--- src/rtl/fnvrs_pkg.sv ---
package fnvrs_pkg;

  localparam int HASH_W     = 64;
  localparam int BYTE_W     = 8;
  localparam int WC_W       = 9;
  localparam int ROUTE_W    = 8;
  localparam int CNT_W      = $clog2(HASH_W);
  localparam int PRIME_SHIFT = 40;
  localparam int PRIME_LO_W = 9;

  localparam logic [HASH_W-1:0]     FNV_BASIS   = 64'hcbf29ce484222325;
  // FNV prime = 2^40 + 0x1b3
  localparam logic [PRIME_LO_W-1:0] FNV_PRIME_LO = 9'h1b3;
  localparam logic [WC_W-1:0]       MAX_WORKERS = 9'd256;

  typedef struct packed {
    logic [BYTE_W-1:0] byte_value;
    logic              has_byte;
    logic              last_byte;
  } in_item_t;

  typedef struct packed {
    logic [ROUTE_W-1:0] route;
    logic [HASH_W-1:0]  name_hash;
  } out_item_t;

  typedef struct packed {
    logic load_in;
    logic hash_upd;
    logic div_start;
    logic div_step;
    logic out_load;
  } dp_cmd_t;

  typedef struct packed {
    logic div_last;
  } dp_stat_t;

endpackage

--- src/rtl/fnvrs_dp.sv ---
module fnvrs_dp
  import fnvrs_pkg::*;
(
  input  logic            clk,
  input  logic            rst_n,
  input  in_item_t        in_data,
  input  logic            cfg_we,
  input  logic [WC_W-1:0] cfg_wdata,
  input  dp_cmd_t         cmd,
  output dp_stat_t        stat,
  output out_item_t       out_data
);

  logic [HASH_W-1:0]  hash_r, hash_nxt;
  logic [HASH_W-1:0]  mix_r;
  logic [HASH_W-1:0]  prod_r;
  logic [HASH_W-1:0]  name_r;
  logic [HASH_W-1:0]  quo_r;
  logic [ROUTE_W-1:0] rem_r;
  logic [CNT_W-1:0]   cnt_r;
  logic [WC_W-1:0]    wc_r;
  out_item_t          out_r;

  logic [HASH_W-1:0]  mix;
  logic [HASH_W-1:0]  prod_nxt;
  logic [HASH_W-1:0]  sum;
  logic [HASH_W-1:0]  div_src;
  logic [WC_W-1:0]    n_eff;
  logic [WC_W-1:0]    trial;
  logic [ROUTE_W-1:0] rem_nxt;

  assign mix      = hash_r ^ {{(HASH_W-BYTE_W){1'b0}}, in_data.byte_value};
  assign prod_nxt = mix * {{(HASH_W-PRIME_LO_W){1'b0}}, FNV_PRIME_LO};
  assign sum      = prod_r + {mix_r[HASH_W-PRIME_SHIFT-1:0], {PRIME_SHIFT{1'b0}}};
  assign div_src  = cmd.hash_upd ? sum : hash_r;

  always_comb begin
    if (wc_r == '0) begin
      n_eff = WC_W'(1);
    end else if (wc_r > MAX_WORKERS) begin
      n_eff = MAX_WORKERS;
    end else begin
      n_eff = wc_r;
    end
  end

  // restoring division, one quotient bit per cycle; remainder < n_eff <= 256
  assign trial   = {rem_r, quo_r[HASH_W-1]};
  assign rem_nxt = (trial >= n_eff) ? ROUTE_W'(trial - n_eff) : trial[ROUTE_W-1:0];

  always_comb begin
    hash_nxt = hash_r;
    if (cmd.div_start) begin
      hash_nxt = FNV_BASIS;
    end else if (cmd.hash_upd) begin
      hash_nxt = sum;
    end
  end

  always_ff @(posedge clk) begin
    if (!rst_n) begin
      hash_r <= FNV_BASIS;
      wc_r   <= WC_W'(1);
      cnt_r  <= '0;
    end else begin
      hash_r <= hash_nxt;
      if (cfg_we) begin
        wc_r <= cfg_wdata;
      end
      if (cmd.div_start) begin
        cnt_r <= '0;
      end else if (cmd.div_step) begin
        cnt_r <= cnt_r + CNT_W'(1);
      end
    end
  end

  always_ff @(posedge clk) begin
    if (cmd.load_in) begin
      mix_r  <= mix;
      prod_r <= prod_nxt;
    end
    if (cmd.div_start) begin
      quo_r  <= div_src;
      name_r <= div_src;
      rem_r  <= '0;
    end else if (cmd.div_step) begin
      quo_r <= {quo_r[HASH_W-2:0], 1'b0};
      rem_r <= rem_nxt;
    end
    if (cmd.out_load) begin
      out_r.route     <= rem_r;
      out_r.name_hash <= name_r;
    end
  end

  assign stat.div_last = (cnt_r == {CNT_W{1'b1}});
  assign out_data      = out_r;

endmodule

--- src/rtl/fnvrs_ctrl.sv ---
module fnvrs_ctrl
  import fnvrs_pkg::*;
(
  input  logic     clk,
  input  logic     rst_n,
  input  logic     in_valid,
  input  in_item_t in_data,
  output logic     in_stall,
  output logic     out_valid,
  input  logic     out_stall,
  input  dp_stat_t stat,
  output dp_cmd_t  cmd
);

  localparam logic [1:0] S_IDLE = 2'd0;
  localparam logic [1:0] S_ADD  = 2'd1;
  localparam logic [1:0] S_DIV  = 2'd2;
  localparam logic [1:0] S_DONE = 2'd3;

  logic [1:0] state_r, state_nxt;
  logic       last_r, last_nxt;
  logic       out_valid_r, out_valid_nxt;

  assign in_stall  = (state_r != S_IDLE);
  assign out_valid = out_valid_r;

  always_comb begin
    state_nxt = state_r;
    last_nxt  = last_r;
    cmd       = '0;
    unique case (state_r)
      S_IDLE: begin
        if (in_valid) begin
          cmd.load_in = 1'b1;
          last_nxt    = in_data.last_byte;
          if (in_data.has_byte) begin
            state_nxt = S_ADD;
          end else if (in_data.last_byte) begin
            cmd.div_start = 1'b1;
            state_nxt     = S_DIV;
          end
        end
      end
      S_ADD: begin
        cmd.hash_upd = 1'b1;
        if (last_r) begin
          cmd.div_start = 1'b1;
          state_nxt     = S_DIV;
        end else begin
          state_nxt = S_IDLE;
        end
      end
      S_DIV: begin
        cmd.div_step = 1'b1;
        if (stat.div_last) begin
          state_nxt = S_DONE;
        end
      end
      S_DONE: begin
        // wait for the output register to free up
        if (!out_valid_r || !out_stall) begin
          cmd.out_load = 1'b1;
          state_nxt    = S_IDLE;
        end
      end
      default: state_nxt = S_IDLE;
    endcase
  end

  assign out_valid_nxt = cmd.out_load | (out_valid_r & out_stall);

  always_ff @(posedge clk) begin
    if (!rst_n) begin
      state_r     <= S_IDLE;
      last_r      <= 1'b0;
      out_valid_r <= 1'b0;
    end else begin
      state_r     <= state_nxt;
      last_r      <= last_nxt;
      out_valid_r <= out_valid_nxt;
    end
  end

endmodule

--- src/rtl/fnv1a_route_selector_top.sv ---
// Streaming FNV-1a 64-bit hash with modulo routing. A name arrives one byte
// per item; each byte item is accepted and then finished with a shift-add of
// the 2^40 + 0x1b3 prime multiply. An item marked last then runs a bit-serial
// remainder by the effective worker count (0 acts as 1, above 256 acts as
// 256) and then loads the output register. The input is stalled while a
// byte or the remainder is in progress; a finished result waits in the
// output register while the next name's bytes are taken, and if it is still
// waiting when the next result is ready, the block holds with its input
// stalled. The worker count is to be written by the user through
// cfg_we/cfg_wdata only while the block is idle; the block itself does not
// enforce this.
module fnv1a_route_selector_top
  import fnvrs_pkg::*;
(
  input  logic            clk,
  input  logic            rst_n,
  input  logic            in_valid,
  input  in_item_t        in_data,
  output logic            in_stall,
  output logic            out_valid,
  output out_item_t       out_data,
  input  logic            out_stall,
  input  logic            cfg_we,
  input  logic [WC_W-1:0] cfg_wdata
);

  dp_cmd_t  cmd;
  dp_stat_t stat;

  fnvrs_ctrl u_ctrl (
    .clk       (clk),
    .rst_n     (rst_n),
    .in_valid  (in_valid),
    .in_data   (in_data),
    .in_stall  (in_stall),
    .out_valid (out_valid),
    .out_stall (out_stall),
    .stat      (stat),
    .cmd       (cmd)
  );

  fnvrs_dp u_dp (
    .clk       (clk),
    .rst_n     (rst_n),
    .in_data   (in_data),
    .cfg_we    (cfg_we),
    .cfg_wdata (cfg_wdata),
    .cmd       (cmd),
    .stat      (stat),
    .out_data  (out_data)
  );

endmodule
--- config.mk ---
export PLATFORM = sky130hd
export DESIGN_NAME = fnv1a_route_selector_top
export DESIGN_NICKNAME = d
export VERILOG_FILES = /design/src/rtl/fnvrs_pkg.sv /design/src/rtl/fnvrs_dp.sv /design/src/rtl/fnvrs_ctrl.sv /design/src/rtl/fnv1a_route_selector_top.sv
export SDC_FILE = /design/constraint.sdc
export NUM_CORES = 1
export LEC_CHECK = 0
export BUFFER_PORTS_ARGS = -buffer_cell sky130_fd_sc_hd__buf_2
export CORE_ASPECT_RATIO = 0.7
export CORE_MARGIN = 3
export CORE_UTILIZATION = 50
export DETAILED_ROUTE_END_ITERATION = 10
export GPL_ROUTABILITY_DRIVEN = 0
export GPL_TIMING_DRIVEN = 0
export PLACE_DENSITY = 0.68
export SLEW_MARGIN = 40
export SYNTH_ARGS = -nofsm -noshare
export SYNTH_HDL_FRONTEND = slang
export SYNTH_SLANG_ARGS = --single-unit
--- constraint.sdc ---
create_clock -name clk -period 11.6 [get_ports clk]
set_input_delay 1.16 -clock clk [delete_from_list [all_inputs] [get_ports clk]]
set_output_delay 1.16 -clock clk [all_outputs]
set_load 0.02 [all_outputs]
After elaboration in Yosys (flattened, before gate mapping)
Index checks and enable logic that the tools add are counted.

operators by class
  bitwise logic cells = 4
  reduce and logical (&&, ||, !) cells = 10
  magnitude comparators = 2
  eq/ne operators = 8
  multiply operators = 1
  add/sub/neg operators = 3
  multiplexer cells = 24

operators with widths
  operator                                                                  count
  64-bit 2-to-1 mux                                                         3
  64-bit adder                                                              1
  64-bit by 9-bit multiplier with 64-bit output (second input constant)     1
  64-bit by 8-bit bitwise XOR with 64-bit output                            1
  9-bit 2-to-1 mux                                                          2
  2-bit 2-to-1 mux                                                          6
  1-bit 2-to-1 mux                                                          10
  9-bit >= comparator                                                       1
  9-bit greater-than comparator (second input constant)                     1
  9-bit zero test                                                           1
  8-bit 2-to-1 mux                                                          1
  2-bit one-hot mux with 4 select lines                                     1
  8-bit subtractor                                                          1
  6-bit by 1-bit adder with 6-bit output (second input constant)            1
  6-bit equality test (second input constant)                               1
  2-bit equality test (second input constant)                               2
  2-bit inequality test (second input constant)                             2
  4-bit AND reduction                                                       1
  2-bit nonzero test                                                        2
  3-bit inequality test (second input constant)                             1
  2-bit by 1-bit equality test with 1-bit output (second input constant)    1
  1-bit zero test                                                           2
  2-bit zero test                                                           1
  2-bit by 1-bit inequality test with 1-bit output (second input constant)  1
  7 further kinds                                                           7

word-level totals
  bits in registers = 379
  input port bits = 24
  logic and storage cells = 65

Logic depth before layout (Yosys ltp)
Gate-level depths: netlist of the first run.

  depth in word-level cells = 5
  mapped depth = 20

Cells and area by module
A second synthesis of the first run with hierarchy kept.

unflattened totals
  cells, all modules = 2180
  area, all modules = 24578.6 um2

modules (own cells, without submodules)
  module      area each (um2)  instances  sequential area each (um2)  cells an instance
  fnvrs_dp    24328.3          1          10359.9                     2151
  fnvrs_ctrl  250.2            1          80.1                        29

Worst setup path after synthesis of the first run
OpenSTA, ideal clock, no wires.

  kind = input-to-reg
  start = input port in_data[5] (netlist name)
  end = register u_dp.prod_r[54], data pin
  slack = 5.827 ns
  data required time = 11.335 ns
  setup time = 0.265 ns
  arrival time = 5.508 ns
  buffers on the path = 0
  stages on the path = 19
  cell sequence = xor2_1 ha_1 xnor2_1 ha_1 or2_2 fa_1 inv_1 fa_1 inv_1 ha_1 a21o_1 o32ai_1 a211oi_2 nor3_2 a21oi_2 a211o_2 nor2_2 o21ai_0 xor2_1

on the way
  longest elaborated chain between the ends = 2

ends and longest elaborated chain
  what                                            line                            source
  start: declaration                              fnv1a_route_selector_top.sv:18  input in_item_t in_data,
  64-bit by 8-bit bitwise XOR with 64-bit output  fnvrs_dp.sv:32                  assign mix = hash_r ^ {{(HASH_W-BYTE_W){1'b0}}, in_data.byte_value};
  64-bit by 9-bit multiplier with 64-bit output   fnvrs_dp.sv:33                  assign prod_nxt = mix * {{(HASH_W-PRIME_LO_W){1'b0}}, FNV_PRIME_LO};
  net u_dp.prod_nxt[54]                           fnvrs_dp.sv:25                  logic [HASH_W-1:0] prod_nxt;
  end signal: assignment                          fnvrs_dp.sv:81                  prod_r <= prod_nxt;
  end: declaration                                fnvrs_dp.sv:16                  logic [HASH_W-1:0] prod_r;

The timed path passes the listed nets, and every way through them passes these cells.
A chain may end at the register's enable or synchronous reset.

Final worst setup path of the first run
  start = input port in_data[5] (netlist name)
  end = register u_dp.prod_r[48], data pin

on the way
  longest elaborated chain between the ends = 2

ends and longest elaborated chain
  what                                            line            source
  64-bit by 8-bit bitwise XOR with 64-bit output  fnvrs_dp.sv:32
  net u_dp.mix[3]                                 fnvrs_dp.sv:24  logic [HASH_W-1:0] mix;
  64-bit by 9-bit multiplier with 64-bit output   fnvrs_dp.sv:33
  net u_dp.prod_nxt[48]                           fnvrs_dp.sv:25

The timed path passes the listed nets, and every way through them passes these cells.

==> results.json, run 1 <==
{
  "grt_overflow": 0,
  "worstRegToRegCells": 19,
  "clkSlewWorstSetupHoldPaths_ns": 0.07,
  "die_w_um": 271,
  "cts-root-buf": "clkbuf_16",
  "clockBufferDepth": 3,
  "io_pins": 98,
  "synth_commonest_cells": "363 x inv_1, 287 x edfxtp_1, 213 x fa_1",
  "cap_violations": 0,
  "syn_area_um2": 24600,
  "crit_fanout": 7,
  "grt_pass1_vias": 16800,
  "fin_util": 0.569,
  "rsz0062_at_grt": "false",
  "vias_per_cell": 5.39,
  "antenna_cells": 0,
  "grt_use_met2": 0.342,
  "drc_errors": 0,
  "fp.dieH_um": 192,
  "layoutNonFillerInstCount": 3017,
  "critPathRequiredTime_ns": 11.97,
  "drt_iter0_drc": 1486,
  "grt_pass1_wl_um": 93400,
  "place_inst": 2946,
  "setup_violations": 0,
  "min_period_ns": 6.50,
  "finalSetupTns_ns": 0,
  "synth_cells": 2184,
  "cts_tree": "yes",
  "ys.warnings.count": 0,
  "cts_buffers": 39,
  "rows": 67,
  "r2r_start": "u_dp.hash_r[3]",
  "post_dp_cell_area_um2": 26200,
  "ys_seq_elements": 378,
  "hold_start": "u_dp.name_r[16]",
  "dieArea_um2": 52000,
  "grt_max_degree": 50,
  "synth_area_leaders": "edfxtp_1 35%, fa_1 17%, ha_1 8.9%",
  "final_area_um2": 27500,
  "grtUsageTotal": 0.229,
  "worstSetupPathType": "input port to register",
  "grt.busiest_layer": "met2",
  "synth_largest_area_cell": "edfxtp_1",
  "rrSetupSlack_ns": 5.47,
  "syn_nets": 2596,
  "post-route-period-util": 0.560,
  "cts_resized": 0,
  "finalHoldViolations": 0,
  "core-area_um2": 48300,
  "drive_above_1_share": 0.0902,
  "yosysTopAreaCellShare": 0.350,
  "postRouteAntennaNets": 0,
  "avgSynthCellArea_um2": 11.3,
  "drt-pass1-iter-count": 5,
  "syn_to_final_growth_pct": 11.6,
  "synthDistinctLibCells": 73,
  "crit_arrival_ns": 6.87,
  "r2r_end": "u_dp.prod_r[48]",
  "grt.met3_usage": 0.0543,
  "status": "finished, final reports clean",
  "synth_ff_type": "edfxtp_1",
  "cts.sinks": 378,
  "cts_max_level": 2,
  "start_util": 0.510,
  "post_drt_wl_per_cell_um": 19.2,
  "hold_end": "u_dp.out_data[16]",
  "via_count": 16300,
  "grtUsageMet1": 0.339,
  "yosysSeqAreaShare": 0.424,
  "skew_ns": 0.0172,
  "ctsHoldBuffers": 0,
  "dpl.hpwl_um": 47100,
  "slew_viol_final": 0,
  "whs_path_depth": 0,
  "cts_setup_buffers": 0,
  "synth.most_common_cell": "inv_1",
  "cp-end-kind": "register",
  "drt-total-wl_um": 58100,
  "tightest_slew_ns": 0.836,
  "hp-class": "register to register",
  "nNetsFinal": 2744,
  "worstSkewPairLatency_ns": 0.56,
  "synth-edff-count": 287,
  "io_buffers": 96,
  "async_reset_ff_frac": 0,
  "critPathLaunchType": "input port",
  "slew_headroom": 0.443,
  "fmax_mhz": 154,
  "antenna_found_initial": 0
}
==> cell usage in the layout, fill, tap and decap left out, drive strengths merged, types with 24 or more instances in the layout <==
cell type	netlist	layout
nand2	175	175
mux2i	67	67
xor2	63	63
nor2	106	106
nand4	24	24
o21ai	114	114
edfxtp	287	287
ha	175	175
inv	363	366
fa	213	213
a21oi	99	99
clkbuf	45	95
buf	16	123
dfxtp	91	91
xnor2	64	64
a21o	67	67
==> area by class of cell <==
cell class | count | area (um2)
timing repair buffer | 107 | 688
tap | 655 | 820
fill | 4058 | 20800
inverter | 365 | 1380
buffer | 61 | 251
clock inverter | 21 | 274
clock buffer | 50 | 1040
multi-input combinational | 1380 | 12600
sequential | 378 | 10400
==> stage by stage <==
step                      setup WS [ns]  hold slack [ns]
after floorplan                    5.83            0.400
after global placement             3.96            0.401
after detailed placement           4.74            0.405
after CTS                          5.27            0.399
after global routing               4.98            0.410
final                              5.10            0.405
==> worst max path at each step <==
stage	start	to	slack [ns]
6_report	in_data[5]	u_dp.prod_r[48]	5.10
5_1_grt	in_data[5]	u_dp.prod_r[57]	4.98
4_1_cts	in_data[5]	u_dp.prod_r[48]	5.27
3_5_place_dp	in_data[5]	u_dp.prod_r[57]	4.74
3_3_place_gp	in_valid	u_ctrl.last_r	3.96
2_1_floorplan	in_data[5]	u_dp.prod_r[54]	5.83
==> kinds of logic (layout without fill, tap and decap cells) <==
logic type / Yosys count / count (layout) / share of synthesized area
AO/OA/AOI/OAI: 381 / 381 / 0.0991
XOR/XNOR: 127 / 127 / 0.0451
adder cells (fa/ha/maj): 388 / 388 / 0.262
buffers and inverters: 426 / 604 / 0.0656
flip-flops: 378 / 378 / 0.424
multiplexers: 69 / 69 / 0.0281
AND/OR/NAND/NOR: 415 / 415 / 0.0765
==> state kept, by name, summed over array words and instances (netlist names) <==
register          cells
u_ctrl.out_valid      1
u_dp.hash_r          64
u_dp.rem_r            8
u_dp.quo_r           64
u_ctrl.last_r         1
u_dp.prod_r          64
u_ctrl.state_r        2
u_dp.name_r          64
u_dp.out_data        72
u_dp.mix_r           23
u_dp.cnt_r            6
u_dp.wc_r             9
==> per-layer routing <==
metal,wire length [um],vias up
met5,0,-
met2,24800,532
li1,-,7632
met3,4770,87
met4,1260,0
met1,27300,8016
==> critical path, cell delays in order <==
cell	delay, ns
buf_2	0.11
xor2_1	0.58
ha_1	0.39
xnor2_1	0.17
ha_1	0.21
or2_2	0.32
fa_1	0.55
inv_1	0.07
fa_1	0.48
inv_1	0.04
ha_1	0.41
nand2_1	0.14
or2_1	0.24
o2111a_1	0.29
o31a_1	0.33
nor3_2	0.52
o21ai_1	0.15
a31o_2	0.29
o21ai_1	0.17
xor2_1	0.25
Power of run 1 is not shown: default switching activity piles up to over one toggle a cycle in this logic, so the estimate is an artifact.
==> run 2, diff against run 1 <==
--- a/config.mk
+++ b/config.mk
@@ -5,6 +5,7 @@
 export SDC_FILE = /design/constraint.sdc
 export NUM_CORES = 1
 export LEC_CHECK = 0
+export ABC_AREA = 1
 export BUFFER_PORTS_ARGS = -buffer_cell sky130_fd_sc_hd__buf_2
 export CORE_ASPECT_RATIO = 0.7
 export CORE_MARGIN = 3
@@ -12,7 +13,7 @@
 export DETAILED_ROUTE_END_ITERATION = 10
 export GPL_ROUTABILITY_DRIVEN = 0
 export GPL_TIMING_DRIVEN = 0
-export PLACE_DENSITY = 0.68
+export PLACE_DENSITY = 0.7
 export SLEW_MARGIN = 40
 export SYNTH_ARGS = -nofsm -noshare
 export SYNTH_HDL_FRONTEND = slang
==> constraint.sdc (replaced) <==
create_clock -name clk -period 5.95 [get_ports clk]
set_input_delay 0.595 -clock clk [delete_from_list [all_inputs] [get_ports clk]]
set_output_delay 0.595 -clock clk [all_outputs]
set_load 0.02 [all_outputs]
==> run 2 against run 1 <==
Net effect:
- sequential cell count unchanged
- setup slack got worse by 4.4 ns
- global-route usage is 2.7 points higher
- critical path depth down 3
- synthesized area grew 10%
- highest routed layer unchanged
==> results.json, run 2 <==
{
  "status": "finished, final reports clean",
  "fmax_mhz": 190,
  "crit_arrival_ns": 5.54,
  "worstSetupPathType": "register to register",
  "post-route-period-util": 0.883,
  "synthDistinctLibCells": 47,
  "crit_fanout": 5,
  "skew_ns": 0.0302,
  "dpl.hpwl_um": 59400,
  "vias_per_cell": 5.15,
  "finalHoldViolations": 0,
  "synth.most_common_cell": "nand2_1",
  "post_dp_cell_area_um2": 28800,
  "layout_commonest_cell": "nand2_1",
  "path_cells": "xor2_1 > ha_1 > xnor2_1 > ha_1 > or2_2 > fa_1 > inv_1 > fa_1 > inv_1 > ha_1 > nand2_1 > nor2_1 > nand3_1 > nand3_1 > nand3_1 > nand3_1 > xor2_1",
  "crit_top_cell": "nand3_1",
  "hold_slack_ns": 0.278,
  "core-area_um2": 53000,
  "largest_reg_flops": 72,
  "synth_area_leaders": "edfxtp_1 32%, fa_1 16%, nand2_1 11%",
  "cts_tree": "yes",
  "critPathRequiredTime_ns": 6.23,
  "grtUsageTotal": 0.256,
  "ys_seq_elements": 378,
  "hold_start": "cfg_wdata[2]",
  "critPathLaunchType": "register",
  "mostFrequentLayoutCells": "795 x nand2_1, 673 x inv_1, 287 x edfxtp_1",
  "syn_nets": 3510,
  "die_w_um": 285,
  "io_pins": 98,
  "yosysTopAreaCellShare": 0.317,
  "syn_to_final_growth_pct": 10.9,
  "synth_ff_type": "edfxtp_1",
  "drt_iter0_drc": 2227,
  "slowest_stage": "fa_1",
  "drt-pass1-iter-count": 8,
  "slowest_delay_ns": 0.50,
  "setup_violations": 0,
  "final_area_um2": 30100,
  "syn_area_um2": 27200,
  "clkSlewWorstSetupHoldPaths_ns": 0.06,
  "slew_viol_final": 0,
  "clockBufferDepth": 3,
  "tightest_slew_ns": 0.944,
  "finalSetupTns_ns": 0,
  "avgSynthCellArea_um2": 8.77,
  "regArea_um2": 10400,
  "async_reset_ff_frac": 0,
  "start_util": 0.513,
  "multiInputGateArea_um2": 13900,
  "slew_headroom": 0.366,
  "cts_buffers": 38,
  "ctsHoldBuffers": 0,
  "postRouteAntennaNets": 0,
  "nNetsFinal": 3656,
  "min_period_ns": 5.25,
  "r2r_start": "u_dp.hash_r[2]",
  "grt_pass1_wl_um": 113000,
  "antenna_found_initial": 1,
  "synth_commonest_cells": "795 x nand2_1, 673 x inv_1, 287 x edfxtp_1",
  "whs_path_depth": 3,
  "rows": 70,
  "fin_util": 0.568,
  "cts-root-buf": "clkbuf_16",
  "synth-edff-count": 287,
  "ys.warnings.count": 0,
  "grt_pass1_vias": 19900,
  "cts_max_level": 2,
  "drive_above_1_share": 0.0895,
  "via_count": 20600,
  "synth_largest_area_cell": "edfxtp_1",
  "cap_violations": 0,
  "drt-total-wl_um": 72200,
  "yosysSeqAreaShare": 0.384,
  "fill_cells": 4732,
  "rsz0062_at_grt": "false",
  "hp-class": "input port to register",
  "cts.sinks": 378,
  "cp-end-kind": "register",
  "synth_cells": 3098,
  "cts_resized": 0,
  "io_buffers": 95,
  "worstSkewPairLatency_ns": 0.57,
  "worstRegToRegCells": 17,
  "dieArea_um2": 57200,
  "cp-startpoint": "u_dp.hash_r[2]",
  "fp.dieH_um": 201,
  "cts_setup_buffers": 0,
  "drc_errors": 0,
  "grt_overflow": 0,
  "grt_max_degree": 45,
  "post_drt_wl_per_cell_um": 18.1
}
## run 2: cell count changes after synthesis, sizes merged, moves of 35 or more
cell | before | now
nand2 | 175 | 801
inv | 363 | 678
nor2 | 106 | 218
nand3 | 18 | 125
mux2i | 67 | 0
a21o | 67 | 7
or2 | 6 | 57
xnor2 | 64 | 22
o21ai | 114 | 149
## run 2: area by class of cell
| cell class | count | area share |
|---|---|---|
| Antenna cell | 1 | 0.0000831 |
| Buffer | 38 | 0.00881 |
| Clock buffer | 43 | 0.0332 |
| Clock inverter | 26 | 0.0108 |
| Inverter | 679 | 0.0849 |
| Multi-Input combinational cell | 2003 | 0.463 |
| Sequential cell | 378 | 0.347 |
| Tap cell | 720 | 0.0299 |
| Timing Repair Buffer | 106 | 0.0227 |
## run 2: path summary, 6_finish.rpt
check                                    endpoint  slack (ns)
worst max-delay path              u_dp.prod_r[44]        0.70
worst min-delay path                 u_dp.wc_r[2]        0.28
worst min register to register  u_dp.out_data[16]        0.41
worst max register to register    u_dp.prod_r[44]        0.70
## run 2: kinds of logic (layout without fill, tap and decap cells)
family                     after synthesis  count (layout)  share of synthesized area
adders and majority gates              388             388                      0.238
and+or+nand+nor                       1257            1257                      0.194
other                                    0               1                          0
buffers and inverters                  717             892                      0.103
AOI/OAI and AO/OA                      275             275                     0.0542
xor gates and xnor gates                83              83                     0.0268
DFF                                    378             378                      0.384
## run 2: per-layer routing
metal  vias up  share of wire  track usage
met3       100           0.14        0.110
met2       872           0.38        0.337
met4         0          0.024       0.0637
met5         -              0            0
met1      9650           0.46        0.384
li1       9947              -            -
## run 2: metrics by stage
| step | setup slack (ns) | std cells |
|---|---|---|
| after CTS | 0.887 | 3993 |
| after global routing | 0.567 | 3993 |
| after detailed placement | 0.522 | 3924 |
| after floorplan | 1.12 | 3098 |
| final | 0.696 | 3994 |
| after global placement | -1.05 | 3913 |
## run 2: worst max-delay path: cells and delay by family (launching register included)
family / cells / cell delay [ns]
fa+ha+maj: 5 / 1.93
simple gates: 7 / 1.44
xor+xnor: 3 / 1.14
flops: 1 / 0.36
buf+inv: 2 / 0.08
Power of run 2 is left out for the same reason.
